$ cat config.mk
export PLATFORM = sky130hd
export DESIGN_NAME = pwi_ctrl
export DESIGN_NICKNAME = d
export VERILOG_FILES = /design/src/design/pwi_pkg.sv /design/src/design/pwi_ctrl.sv
export SDC_FILE = /design/constraint.sdc
export NUM_CORES = 1
export LEC_CHECK = 0
export ABC_AREA = 1
export ABC_CLOCK_PERIOD_IN_PS = 2400
export BUFFER_PORTS_ARGS = -buffer_cell sky130_fd_sc_hd__buf_2
export CAP_MARGIN = 20
export CORE_UTILIZATION = 51
export CTS_CLUSTER_SIZE = 30
export DETAILED_ROUTE_END_ITERATION = 7
export PLACE_DENSITY = 0.89
export SLEW_MARGIN = 20
export SYNTH_ARGS = -nofsm -noshare
export SYNTH_HDL_FRONTEND = slang
export SYNTH_SLANG_ARGS = --single-unit
$ cat constraint.sdc
create_clock -name clk -period 2.4 [get_ports clk]
set_input_delay 0.48 -clock clk [delete_from_list [all_inputs] [get_ports clk]]
set_output_delay 0.48 -clock clk [all_outputs]
set_load 0.01 [all_outputs]
$ cat src/design/pwi_pkg.sv
package pwi_pkg;

	// Field widths
	localparam int TW  = 40;
	localparam int VW  = 32;
	localparam int RW  = 64;
	localparam int EW  = TW + VW;

	// Shared multiply / divide unit widths
	localparam int MAW = VW + 1;
	localparam int MBW = TW + 1;
	localparam int PW  = MAW + MBW;
	localparam int DRW = MBW + 1;
	localparam int CNTW = 7;
	localparam logic [CNTW-1:0] MUL_LAST = CNTW'(MBW - 1);
	localparam logic [CNTW-1:0] DIV_LAST = CNTW'(PW - 1);

	typedef enum logic [1:0] {
		OP_WRITE = 2'd0,
		OP_EVAL  = 2'd1,
		OP_INTEG = 2'd2,
		OP_NONE  = 2'd3
	} op_t;

	typedef enum logic [1:0] {
		RS_ZERO,
		RS_LAST,
		RS_NEXT
	} rsel_t;

	typedef enum logic [1:0] {
		VS_RDATA,
		VS_PREV,
		VS_APPLY
	} vsel_t;

	typedef enum logic [4:0] {
		S_IDLE,
		S_RD0,
		S_CHK0,
		S_CHKL,
		S_SCAN,
		S_DIFF,
		S_GAP,
		S_MUL,
		S_DIVLD,
		S_DIV,
		S_APPLY,
		S_EVDONE,
		S_ISUM,
		S_IMAG,
		S_IMUL,
		S_ISAT,
		S_OUT
	} state_t;

	typedef struct packed {
		logic  cap_item;
		logic  wr_en;
		logic  rd_en;
		rsel_t rd_sel;
		logic  set_tb;
		logic  idx_clr;
		logic  cap_prev;
		logic  cap_hi;
		logic  calc_diff;
		logic  load_mul;
		logic  step_mul;
		logic  load_div;
		logic  step_div;
		logic  v_load;
		vsel_t v_sel;
		logic  set_err;
		logic  save_va;
		logic  calc_isum;
		logic  calc_sat;
		logic  out_load;
		logic  res_integ;
	} cmd_t;

	typedef struct packed {
		logic t_lt;
		logic idx_last;
		logic gap_bad;
		logic cnt_zero;
	} stat_t;

	function automatic logic [MAW-1:0] mag_a(input logic signed [MAW-1:0] x);
		mag_a = x[MAW-1] ? MAW'(-x) : MAW'(x);
	endfunction

	function automatic logic [MBW-1:0] mag_b(input logic signed [MBW-1:0] x);
		mag_b = x[MBW-1] ? MBW'(-x) : MBW'(x);
	endfunction

endpackage

$ cat src/design/pwi_ctrl.sv
module pwi_ctrl (
	input  logic           clk,
	input  logic           arst_n,
	input  logic           in_valid,
	input  logic [1:0]     in_opcode,
	output logic           in_ready,
	output logic           out_valid,
	input  logic           out_ready,
	input  pwi_pkg::stat_t stat,
	output pwi_pkg::cmd_t  cmd
);
	import pwi_pkg::*;

	state_t state_q, state_d;
	logic   phase_q, phase_d;
	logic   integ_q, integ_d;
	logic   out_valid_q;

	// Next state
	always_comb begin
		state_d = state_q;
		phase_d = phase_q;
		integ_d = integ_q;
		case (state_q)
			S_IDLE: begin
				if (in_valid) begin
					phase_d = 1'b0;
					integ_d = (in_opcode == OP_INTEG);
					if (in_opcode == OP_EVAL || in_opcode == OP_INTEG) begin
						state_d = S_RD0;
					end
				end
			end
			S_RD0: state_d = S_CHK0;
			S_CHK0: state_d = stat.t_lt ? S_EVDONE : S_CHKL;
			S_CHKL: state_d = stat.t_lt ? S_SCAN : S_EVDONE;
			S_SCAN: begin
				if (stat.t_lt) begin
					state_d = S_DIFF;
				end else if (stat.idx_last) begin
					state_d = S_EVDONE;
				end
			end
			S_DIFF: state_d = S_GAP;
			S_GAP: state_d = stat.gap_bad ? S_EVDONE : S_MUL;
			S_MUL: if (stat.cnt_zero) state_d = S_DIVLD;
			S_DIVLD: state_d = S_DIV;
			S_DIV: if (stat.cnt_zero) state_d = S_APPLY;
			S_APPLY: state_d = S_EVDONE;
			S_EVDONE: begin
				if (integ_q && !phase_q) begin
					phase_d = 1'b1;
					state_d = S_RD0;
				end else if (integ_q) begin
					state_d = S_ISUM;
				end else begin
					state_d = S_OUT;
				end
			end
			S_ISUM: state_d = S_IMAG;
			S_IMAG: state_d = S_IMUL;
			S_IMUL: if (stat.cnt_zero) state_d = S_ISAT;
			S_ISAT: state_d = S_OUT;
			S_OUT: if (!out_valid_q || out_ready) state_d = S_IDLE;
			default: state_d = S_IDLE;
		endcase
	end

	// Outputs
	always_comb begin
		cmd = '0;
		cmd.rd_sel = RS_ZERO;
		cmd.v_sel = VS_RDATA;
		cmd.res_integ = integ_q;
		in_ready = 1'b0;
		case (state_q)
			S_IDLE: begin
				in_ready = 1'b1;
				if (in_valid) begin
					cmd.cap_item = 1'b1;
					cmd.wr_en = (in_opcode == OP_WRITE);
				end
			end
			S_RD0: begin
				cmd.rd_en = 1'b1;
				cmd.rd_sel = RS_ZERO;
			end
			S_CHK0: begin
				cmd.cap_prev = 1'b1;
				cmd.idx_clr = 1'b1;
				if (stat.t_lt) begin
					cmd.v_load = 1'b1;
				end else begin
					cmd.rd_en = 1'b1;
					cmd.rd_sel = RS_LAST;
				end
			end
			S_CHKL: begin
				if (stat.t_lt) begin
					cmd.rd_en = 1'b1;
					cmd.rd_sel = RS_NEXT;
				end else begin
					cmd.v_load = 1'b1;
				end
			end
			S_SCAN: begin
				if (stat.t_lt) begin
					cmd.cap_hi = 1'b1;
				end else if (stat.idx_last) begin
					cmd.v_load = 1'b1;
				end else begin
					cmd.cap_prev = 1'b1;
					cmd.rd_en = 1'b1;
					cmd.rd_sel = RS_NEXT;
				end
			end
			S_DIFF: cmd.calc_diff = 1'b1;
			S_GAP: begin
				if (stat.gap_bad) begin
					cmd.v_load = 1'b1;
					cmd.v_sel = VS_PREV;
					cmd.set_err = 1'b1;
				end else begin
					cmd.load_mul = 1'b1;
				end
			end
			S_MUL: cmd.step_mul = 1'b1;
			S_DIVLD: cmd.load_div = 1'b1;
			S_DIV: cmd.step_div = 1'b1;
			S_APPLY: begin
				cmd.v_load = 1'b1;
				cmd.v_sel = VS_APPLY;
			end
			S_EVDONE: begin
				if (integ_q && !phase_q) begin
					cmd.save_va = 1'b1;
					cmd.set_tb = 1'b1;
				end
			end
			S_ISUM: cmd.calc_isum = 1'b1;
			S_IMAG: cmd.load_mul = 1'b1;
			S_IMUL: cmd.step_mul = 1'b1;
			S_ISAT: cmd.calc_sat = 1'b1;
			S_OUT: cmd.out_load = !out_valid_q || out_ready;
			default: ;
		endcase
	end

	// State and result slot registers
	always_ff @(posedge clk or negedge arst_n) begin
		if (!arst_n) begin
			state_q <= S_IDLE;
			phase_q <= 1'b0;
			integ_q <= 1'b0;
			out_valid_q <= 1'b0;
		end else begin
			state_q <= state_d;
			phase_q <= phase_d;
			integ_q <= integ_d;
			if (cmd.out_load) begin
				out_valid_q <= 1'b1;
			end else if (out_ready) begin
				out_valid_q <= 1'b0;
			end
		end
	end

	assign out_valid = out_valid_q;
endmodule

==> reports/metrics.cfg, run 1 <==
[worst_setup_path]
worstSetupStartpointType=flip-flop
r2r-start=state_q[0]$_DFFE_PN0P_
critPathArrivalTime_ns=1.78
crit_path_end_kind=primary output
r2r_slack_ns=0.78
reg2reg_to=state_q[2]$_DFFE_PN0P_
r2r_cells=10
critPathRequiredTime_ns=1.92
critPathKind=flip-flop to primary output
cp_max_fo=7

[flow_run]
maxCapViolCount=0

[sta]
hold_violations=0
fin_crit_ns=2.26
fin_hold_ws_ns=0.0464
rsz0062_at_grt=false
max_freq_ghz=0.443
slew_headroom=0.743
period_share=0.940
drv_slew=0
setup_viol=0
worst_clock_skew_ns=0.00129
setup_tns_ns=0
worstMarginPinSlew_ns=0.383

[placement]
gp_congestion=0.927
io_buffers=34
place_hpwl_um=1880

[pwr]
ir_worst_vdd_uv=648
power_frac_seq=0.245
p_per_area_mw_per_mm2=1070
p_switching_uw=608
p_sw_frac=0.557
power.internal_uw=484
p_comb_frac=0.653
clockPowerShare=0.103
p_leak_nw=0.699

[logic_synthesis]
netlist_instances=137
synth_top_cell_by_area=dfrtp_1
yosys-top-cells-area=dfrtp_1 24%, nand2_1 16%, inv_1 9.8%
synth-async-reset-ratio=1.00
synth_area_sq_um=842
syn_nets=149
synthTopCellsByCount=36 x nand2_1, 22 x inv_1, 14 x nor2_1
synth_top_area_frac=0.238
syn_area_per_cell_sq_um=6.15
synth_ff_type=dfrtp_1
yosysMostFrequentCell=nand2_1
ys_seq_area_frac=0.238
synth-edff-count=0
synth_cell_types=26
yosysWarningCount=0
yosys_register_bits=8

[cells_and_area]
drive_gt1_frac=0.359
fillers=144
n_antenna_cell=0
area_growth_pct=21.5
fin_nets=184

[clocking]
cts.clk_slew.worst_paths_ns=0.06
ctsHoldBuffers=0
clockBufferDepth=2
cts_tree=built
post_cts.repair.setup_buffers=0
clk-insertion-delay-late_ns=0.27
root_buffer=clkbuf_4
cts_buffers=3
htree_levels=1
cts.repair.resized=0
clock-sinks=8

[drt]
top_layer=met4
drc=0
drt_first_iter_violations=47
wl_per_cell_um=12.4
wl_um=2310
met2WireLength_um=1130
vias=1003
ant_nets=0
drt-pass1-iter-count=4
met1Wirelength_um=933
detail_route.vias_per_cell=5.39
wl_met3_um=210

[global_route]
grtUsageTotal=0.277
grt_pass1_wl_um=3820
antenna_found_initial=0
grt_remaining_overflow=0
grt_max_degree=12
grt_pass1_vias=900

[die]
core_area_sq_mm=0.00152
rows=14
die_area_sq_mm=0.00182
ioPinCount=35
die_w_um=42.6
fp.dieH_um=42.6
initial_core_util=0.553

[status]
outcome=finished clean

[worst_hold_path]
hp-class=input port to asynchronous set/reset pin

-- metal layers --
layer / up-vias / global-route usage
met5: - / 0
met4: 0 / 0.119
met3: 5 / 0.0603
met2: 68 / 0.445
met1: 438 / 0.352
li1: 492 / -
-- how the worst max path moves through the flow --
stage / start / endpoint / slack (ns) / cells past startpoint
floorplan: state_q[1]$_DFFE_PN0P_ / cmd[21] / 0.67 / 6
global placement: state_q[0]$_DFFE_PN0P_ / cmd[20] / 0.52 / 8
detailed placement: state_q[0]$_DFFE_PN0P_ / cmd[20] / 0.47 / 8
CTS: state_q[0]$_DFFE_PN0P_ / cmd[20] / 0.18 / 8
global route: state_q[0]$_DFFE_PN0P_ / cmd[8] / 0.05 / 8
finish: state_q[0]$_DFFE_PN0P_ / cmd[8] / 0.14 / 8
-- through the flow --
| stage | instance area [sq um] | util | setup WS [ns] | std cells | power (mW) |
|---|---|---|---|---|---|
| after global routing | 1020 | 0.672 | 0.0455 | 186 | 1.19 |
| final | 1020 | 0.672 | 0.143 | 186 | 1.09 |
| after CTS | 1020 | 0.672 | 0.182 | 186 | 1.08 |
| after detailed placement | 1000 | 0.657 | 0.473 | 183 | 0.969 |
| after floorplan | 842 | - | 0.669 | 137 | 0.780 |
| after global placement | 1000 | 0.657 | 0.517 | 183 | 0.938 |
-- power groups by stage --
stage	sequential, mW	combinational, mW	clock, mW
after floorplan	0.241	0.539	0
after global placement	0.260	0.679	0
after detailed placement	0.269	0.700	0
after CTS	0.266	0.704	0.112
after global routing	0.278	0.788	0.119
final	0.267	0.713	0.112
-- cells by family after synthesis --
logic type | Yosys count | synth area share
flops | 8 | 0.238
compound gates | 11 | 0.0773
simple gates | 80 | 0.475
fa+ha+maj | 2 | 0.0297
buf+inv | 36 | 0.180
-- worst max-delay path: stages (launching register included) --
cell,delay (ns)
dfrtp_1,0.46
inv_2,0.10
nand2_1,0.05
nor2_1,0.31
nand3_1,0.22
nand2_1,0.10
nor2_1,0.05
o21ai_0,0.07
buf_2,0.15
-- flip-flops by register name (all words and copies together) (netlist names) --
signal and count:
integ_q 1, phase_q 1, out_valid 1, state_q 5
-- cell type report --
type | instances | area [sq um] | share of cell area
tap | 16 | 20.0 | 0.0196
multi-input combinational | 93 | 490 | 0.479
timing repair buffer | 34 | 170 | 0.166
clock buffer | 3 | 22.5 | 0.0220
sequential | 8 | 200 | 0.196
inverter | 32 | 120 | 0.117
-- cells in the final DEF (no fill, tap or decap) --
master / netlist / final
o21ai_0: 4 / 4
nor2_1: 14 / 14
buf_2: 1 / 34
nand2_2: 2 / 2
inv_2: 9 / 9
inv_1: 22 / 22
nand2_1: 36 / 36
nand3_1: 6 / 6
nor3_1: 1 / 1
nand4_1: 7 / 7
o221ai_1: 1 / 1
nand2_4: 1 / 1
nand3b_1: 1 / 1
nor2_2: 5 / 5
o2111ai_1: 1 / 1
clkbuf_4: 0 / 3
nor3_2: 1 / 1
ha_1: 2 / 2
dfrtp_1: 8 / 8
nor2_4: 1 / 1
a21oi_1: 2 / 2
nand3_2: 5 / 5
o21ai_1: 2 / 2
o21a_1: 1 / 1
clkinv_1: 1 / 1
Note: power is estimated with default switching activity, not from simulation.
==> run 2: changes to the inputs <==
--- a/config.mk
+++ b/config.mk
@@ -6,7 +6,7 @@
 export NUM_CORES = 1
 export LEC_CHECK = 0
 export ABC_AREA = 1
-export ABC_CLOCK_PERIOD_IN_PS = 2400
+export ABC_CLOCK_PERIOD_IN_PS = 2800
 export BUFFER_PORTS_ARGS = -buffer_cell sky130_fd_sc_hd__buf_2
 export CAP_MARGIN = 20
 export CORE_UTILIZATION = 51
==> constraint.sdc (replaced) <==
create_clock -name clk -period 2.8 [get_ports clk]
set_input_delay 0.56 -clock clk [delete_from_list [all_inputs] [get_ports clk]]
set_output_delay 0.56 -clock clk [all_outputs]
set_load 0.01 [all_outputs]
==> run 2 against run 1 <==
Wire length down 4.8%. Via count down 1.0%. Clock-buffer cell count did not move. Clock power fell by 17%. Cell count did not move. Combinational power fell by 16%. Critical endpoint is now cmd[20]. Largest cell class unchanged. Highest routed layer unchanged.
==> reports/metrics.cfg, run 2 (synthesis gave the netlist of run 1 again) <==
[pwr]
p_leak_nw=0.699  ; unchanged
p_per_area_mw_per_mm2=897  ; -16%
ir_worst_vdd_uv=535  ; -17%

[sta]
fin_hold_ws_ns=0.129  ; +0.0822 ns
max_freq_ghz=0.437
worstMarginPinSlew_ns=0.336  ; -0.0472 ns
hold_violations=0  ; unchanged
period_share=0.817
slew_headroom=0.774  ; +0.0317
worst_clock_skew_ns=0.00806  ; +0.00677 ns
rsz0062_at_grt=false
fin_crit_ns=2.29
setup_viol=0  ; unchanged
drv_slew=0  ; unchanged
setup_tns_ns=0  ; unchanged

[cells_and_area]
area_growth_pct=21.5  ; unchanged
largest-register=state_q
drive_gt1_frac=0.359  ; unchanged
n_antenna_cell=0  ; unchanged
largest_reg_flops=5  ; unchanged
final_common_cell=nand2_1
mostFrequentLayoutCells=36 x nand2_1, 34 x buf_2, 22 x inv_1, 14 x nor2_1, 9 x inv_2
fin_nets=184  ; unchanged

[clocking]
cts.repair.resized=0  ; unchanged
ctsHoldBuffers=0  ; unchanged
post_cts.repair.setup_buffers=0  ; unchanged
clock-sinks=8  ; unchanged
clockBufferDepth=2  ; unchanged
clk-insertion-delay-late_ns=0.26  ; about the same
root_buffer=clkbuf_4
cts_buffers=3  ; unchanged
cts.clk_slew.worst_paths_ns=0.06  ; about the same
htree_levels=1  ; unchanged
cts_tree=built

[die]
die_area_sq_mm=0.00182  ; unchanged
fp.dieH_um=42.6  ; unchanged
initial_core_util=0.553  ; unchanged
die_w_um=42.6  ; unchanged
ioPinCount=35  ; unchanged
rows=14  ; unchanged
core_area_sq_mm=0.00152  ; unchanged

[worst_setup_path]
cp_max_fo=7  ; unchanged
slowest_stage=dfrtp_1
crit_path_end_kind=primary output
cpMostUsedCell=nor2_2
crit_chain=nor2_2, nand2_2, inv_2, nand2_1, nor2_2, inv_1, o2111ai_1, buf_2
critPathArrivalTime_ns=1.73  ; -0.05 ns
worstSetupStartpointType=flip-flop
critPathRequiredTime_ns=2.24  ; +0.32 ns
critPathKind=flip-flop to primary output
max_stage_delay_ns=0.46  ; about the same

[worst_hold_path]
hp-class=input port to asynchronous set/reset pin

[global_route]
grt_max_degree=12  ; unchanged
grt_remaining_overflow=0  ; unchanged
grt_pass1_wl_um=3680  ; -3.8%
grt_pass1_vias=911  ; +1.2%
grtUsageTotal=0.261  ; -0.0158
antenna_found_initial=0  ; unchanged

[drt]
wl_per_cell_um=11.8  ; -4.8%
detail_route.vias_per_cell=5.34  ; -1.0%
vias=993  ; -1.0%
ant_nets=0  ; unchanged
drt_first_iter_violations=43  ; -8.5%
drt-pass1-iter-count=4  ; unchanged
wl_um=2200  ; -4.8%
drc=0  ; unchanged

[placement]
gp_congestion=0.930  ; +0.30%
io_buffers=34  ; unchanged
place_hpwl_um=1830  ; -2.7%

[status]
outcome=finished clean

[flow_run]
maxCapViolCount=0  ; unchanged

[run 2: cell counts in the layout (fill, tap and decap cells not counted)]
No cell type changed its count.
[run 2: area by class of cell]
cell class | instances | area, sq um
Timing Repair Buffer | 34 | 170
Tap cell | 16 | 20.0
Fill cell | 147 | 500
Inverter | 32 | 120
Sequential cell | 8 | 200
Multi-Input combinational cell | 93 | 490
Clock buffer | 3 | 22.5
[run 2: worst max-delay path: cells and delay by family, from the launching register on]
kind / cells / cell delay [ns]
AND/OR/NAND/NOR: 4 / 0.61
flip-flops: 1 / 0.46
buffers and inverters: 3 / 0.33
AO/OA/AOI/OAI: 1 / 0.07
[run 2: worst paths after layout]
check | to | slack (ns) | cells after the start | from
min in group clk | out_valid$_DFFE_PN0P_ | 0.52 | 2 | out_ready
setup / recovery | cmd[20] | 0.51 | 8 | state_q[0]$_DFFE_PN0P_
setup reg to reg | state_q[3]$_DFFE_PN0P_ | 1.23 | 10 | state_q[0]$_DFFE_PN0P_
max in group asynchronous | state_q[0]$_DFFE_PN0P_ | 2.50 | 1 | arst_n
hold / removal | phase_q$_DFFE_PN0P_ | 0.13 | 1 | arst_n
hold reg to reg | phase_q$_DFFE_PN0P_ | 0.57 | 2 | phase_q$_DFFE_PN0P_
[run 2: layer usage]
layer  wire, um  up-vias  global-route usage
li1           -      493                   -
met1        919      460               0.310
met2       1120       36               0.479
met3        133        4              0.0647
met4         24        0              0.0313
met5          0        -                   0
[run 2: stage by stage]
| step | utilization | cell area [sq um] | std cells | power (mW) | setup slack (ns) |
|---|---|---|---|---|---|
| floorplan | - | 842 | 137 | 0.669 | 0.989 |
| global placement | 0.657 | 1000 | 183 | 0.800 | 0.838 |
| detailed placement | 0.657 | 1000 | 183 | 0.818 | 0.828 |
| CTS | 0.672 | 1020 | 186 | 0.913 | 0.538 |
| global route | 0.672 | 1020 | 186 | 0.993 | 0.418 |
| finish | 0.672 | 1020 | 186 | 0.918 | 0.512 |
[run 2: power by group]
part / internal (mW) / switching [mW]
clock: 0.0493 / 0.0434
sequential: 0.159 / 0.0696
combinational: 0.206 / 0.390
total: 0.415 / 0.503
==> run 3: changes to the inputs <==
--- a/config.mk
+++ b/config.mk
@@ -5,14 +5,14 @@
 export SDC_FILE = /design/constraint.sdc
 export NUM_CORES = 1
 export LEC_CHECK = 0
-export ABC_AREA = 1
-export ABC_CLOCK_PERIOD_IN_PS = 2800
+export ABC_AREA = 0
+export ABC_CLOCK_PERIOD_IN_PS = 2330
 export BUFFER_PORTS_ARGS = -buffer_cell sky130_fd_sc_hd__buf_2
 export CAP_MARGIN = 20
-export CORE_UTILIZATION = 51
+export CORE_UTILIZATION = 48
 export CTS_CLUSTER_SIZE = 30
 export DETAILED_ROUTE_END_ITERATION = 7
-export PLACE_DENSITY = 0.89
+export PLACE_DENSITY = 0.84
 export SLEW_MARGIN = 20
 export SYNTH_ARGS = -nofsm -noshare
 export SYNTH_HDL_FRONTEND = slang
==> constraint.sdc (replaced) <==
create_clock -name clk -period 2.33 [get_ports clk]
set_input_delay 0.466 -clock clk [delete_from_list [all_inputs] [get_ports clk]]
set_output_delay 0.466 -clock clk [all_outputs]
set_load 0.01 [all_outputs]
==> run 3 against run 2 <==
Sequential cell count stayed put. Register-to-register slack lost 0.85 ns. Non-clock buffer count rose by 1. Setup slack got worse by 0.38 ns. Clock power grew 9.9%. Synthesized cell count fell by 13%. Critical path depth fell by 4. Cell count down 7.5%. Die area up 13%. Sequential share of layout area decreased by 0.77 points. Largest power group unchanged.
==> reports/metrics.cfg, run 3 <==
[status]
outcome=finished clean

[logic_synthesis]
synthTopCellsByCount=14 x nand2_1, 12 x nor2_1, 8 x dfrtp_1
syn_nets=131  ; -12%
netlist_instances=119  ; -13%
syn_area_per_cell_sq_um=7.55  ; +23%
ys_seq_area_frac=0.223  ; -0.0149
synth-edff-count=0  ; unchanged
synth_top_area_frac=0.223  ; -0.0149
synth_ff_type=dfrtp_1
synth_top_cell_by_area=dfrtp_1
yosysMostFrequentCell=nand2_1
synth-async-reset-ratio=1.00  ; unchanged
synth_area_sq_um=898  ; +6.7%
yosys_register_bits=8  ; unchanged
yosys-top-cells-area=dfrtp_1 22%, nand2_1 5.8%, nor2_1 5.0%
synth_cell_types=48  ; +85%
yosysWarningCount=0  ; unchanged

[die]
fp.dieH_um=45.3  ; +6.2%
die_w_um=45.3  ; +6.2%
rows=15  ; +1
initial_core_util=0.515  ; -0.0378
core_area_sq_mm=0.00175  ; +15%
ioPinCount=35  ; unchanged
die_area_sq_mm=0.00205  ; +13%

[cells_and_area]
finalInstanceArea_sq_mm=0.00108  ; +5.4%
n_antenna_cell=0  ; unchanged
fillers=156  ; +6.1%
final_util=0.618  ; -0.0537
final_common_cell=buf_2
mostFrequentLayoutCells=34 x buf_2, 14 x nand2_1, 12 x nor2_1, 6 x inv_1, 6 x dfrtp_1
drive_gt1_frac=0.333  ; -0.0255
fin_nets=161  ; -13%
largest-register=state_q
area_growth_pct=20.1
largest_reg_flops=5  ; unchanged

[sta]
rsz0062_at_grt=false
fin_ws_ns=0.135  ; -0.376 ns
setup_tns_ns=0  ; unchanged
slew_headroom=0.657  ; -0.117
worst_clock_skew_ns=0.00649  ; -0.00157 ns
period_share=0.942
fin_crit_ns=2.19
hold_violations=0  ; unchanged
drv_slew=0  ; unchanged
max_freq_ghz=0.456
worstMarginPinSlew_ns=0.514  ; +0.178 ns
setup_viol=0  ; unchanged

[global_route]
grt_pass1_wl_um=3550  ; -3.6%
grt_pass1_vias=857  ; -5.9%
grt_remaining_overflow=0  ; unchanged
grt_max_degree=21  ; +9
antenna_found_initial=0  ; unchanged
grtUsageTotal=0.234  ; -0.0272

[worst_setup_path]
critPathArrivalTime_ns=1.73  ; about the same
crit_path_end_kind=primary output
r2r_slack_ns=0.38  ; -0.85 ns
reg2reg_to=state_q[1]$_DFFE_PN0P_
r2r_cells=5  ; -5
critPathRequiredTime_ns=1.86  ; -0.38 ns
critPathKind=flip-flop to primary output
worstSetupStartpointType=flip-flop
cp_max_fo=20  ; +13
r2r-start=state_q[1]$_DFFE_PN0P_

[placement]
gp_congestion=0.931  ; about the same
pre_cts_slack_ns=0.286  ; -0.542 ns
placed_area_sq_mm=0.00105  ; +5.2%
place_hpwl_um=1720  ; -6.0%
io_buffers=34  ; unchanged

[pwr]
power_frac_seq=0.292  ; +0.043
p_sw_frac=0.518  ; -0.0306
p_switching_uw=674  ; +34%
p_leak_nw=0.581  ; -17%
p_comb_frac=0.630  ; -0.020
ir_worst_vdd_uv=768  ; +44%
power.internal_uw=628  ; +51%
clockPowerShare=0.078  ; -0.023
power.total_mw=1.30  ; +42%
p_per_area_mw_per_mm2=1210  ; +35%

[drt]
drt_first_iter_violations=45  ; +4.7%
detail_route.vias_per_cell=5.62  ; +5.2%
drc=0  ; unchanged
drt-pass1-iter-count=4  ; unchanged
ant_nets=0  ; unchanged
wl_per_cell_um=13.4  ; +13%
vias=966  ; -2.7%
wl_um=2310  ; +5.0%

[clocking]
clk-insertion-delay-late_ns=0.25  ; about the same
htree_levels=1  ; unchanged
cts_buffers=3  ; unchanged
cts.clk_slew.worst_paths_ns=0.05  ; about the same
clock-sinks=8  ; unchanged
clockBufferDepth=2  ; unchanged
cts_tree=built
root_buffer=clkbuf_4

[worst_hold_path]
hp-class=input port to asynchronous set/reset pin

[flow_run]
maxCapViolCount=0  ; unchanged

==> run 3: power groups by stage <==
stage | sequential (mW) | combinational [mW] | clock, mW
after global placement | 0.364 | 0.790 | 0
final | 0.380 | 0.820 | 0.102
after CTS | 0.369 | 0.815 | 0.104
after detailed placement | 0.371 | 0.809 | 0
after global routing | 0.396 | 0.899 | 0.115
after floorplan | 0.236 | 0.734 | 0
==> run 3: per-layer routing <==
metal	global-route usage	part of all wire
met5	0	0
met3	0.0680	0.060
met1	0.319	0.43
met2	0.365	0.50
met4	0.0485	0.015
==> run 3: worst max-delay path, stage by stage (launching register included) <==
cell	delay [ns]
dfrtp_2	0.52
nand2b_1	0.22
or2_1	0.28
nor3_2	0.27
buf_2	0.19
==> run 3: kinds of logic (layout without fill, tap and decap cells) <==
kind of cell             after synthesis  count (layout)  share of synthesized area
AND/OR/NAND/NOR                       62              62                      0.394
AO/OA/AOI/OAI                         23              23                      0.195
buffers and inverters                 18              46                     0.0933
flip-flops                             8               8                      0.223
multiplexers                           4               4                     0.0474
adder cells (fa/ha/maj)                2               2                     0.0279
XOR/XNOR                               2               2                     0.0195
==> run 3: final cells by class <==
class,instances,area (sq um),area share
inverters,8,30.0,0.0278
well taps,25,31.3,0.0290
multi-input cells,93,614,0.570
repair buffers,35,178,0.165
flip-flops and latches,8,203,0.188
clock buffers,3,22.5,0.0209
==> run 3: how the worst max path moves through the flow <==
stage,depth (start not counted),from,slack [ns],endpoint
5_1_grt,4,state_q[0]$_DFFE_PN0P_,0.03,cmd[4]
4_1_cts,4,state_q[2]$_DFFE_PN0P_,0.02,cmd[17]
6_report,4,state_q[2]$_DFFE_PN0P_,0.14,cmd[17]
3_3_place_gp,4,state_q[2]$_DFFE_PN0P_,0.39,cmd[17]
2_1_floorplan,5,state_q[2]$_DFFE_PN0P_,0.46,cmd[17]
3_5_place_dp,4,state_q[2]$_DFFE_PN0P_,0.29,cmd[17]
==> run 3: stage by stage <==
stage / hold slack [ns] / std cells
finish: 0.0442 / 172
global route: 0.0369 / 172
CTS: 0.0428 / 172
detailed placement: 0.310 / 169
global placement: 0.313 / 169
floorplan: 0.170 / 119
==> run 3: repair_timing <==
action                     4_1_cts  5_1_grt
buffers inserted                 0        0
gates resized for setup          0        2
setup endpoints to repair        0        8
hold buffers                     0        0
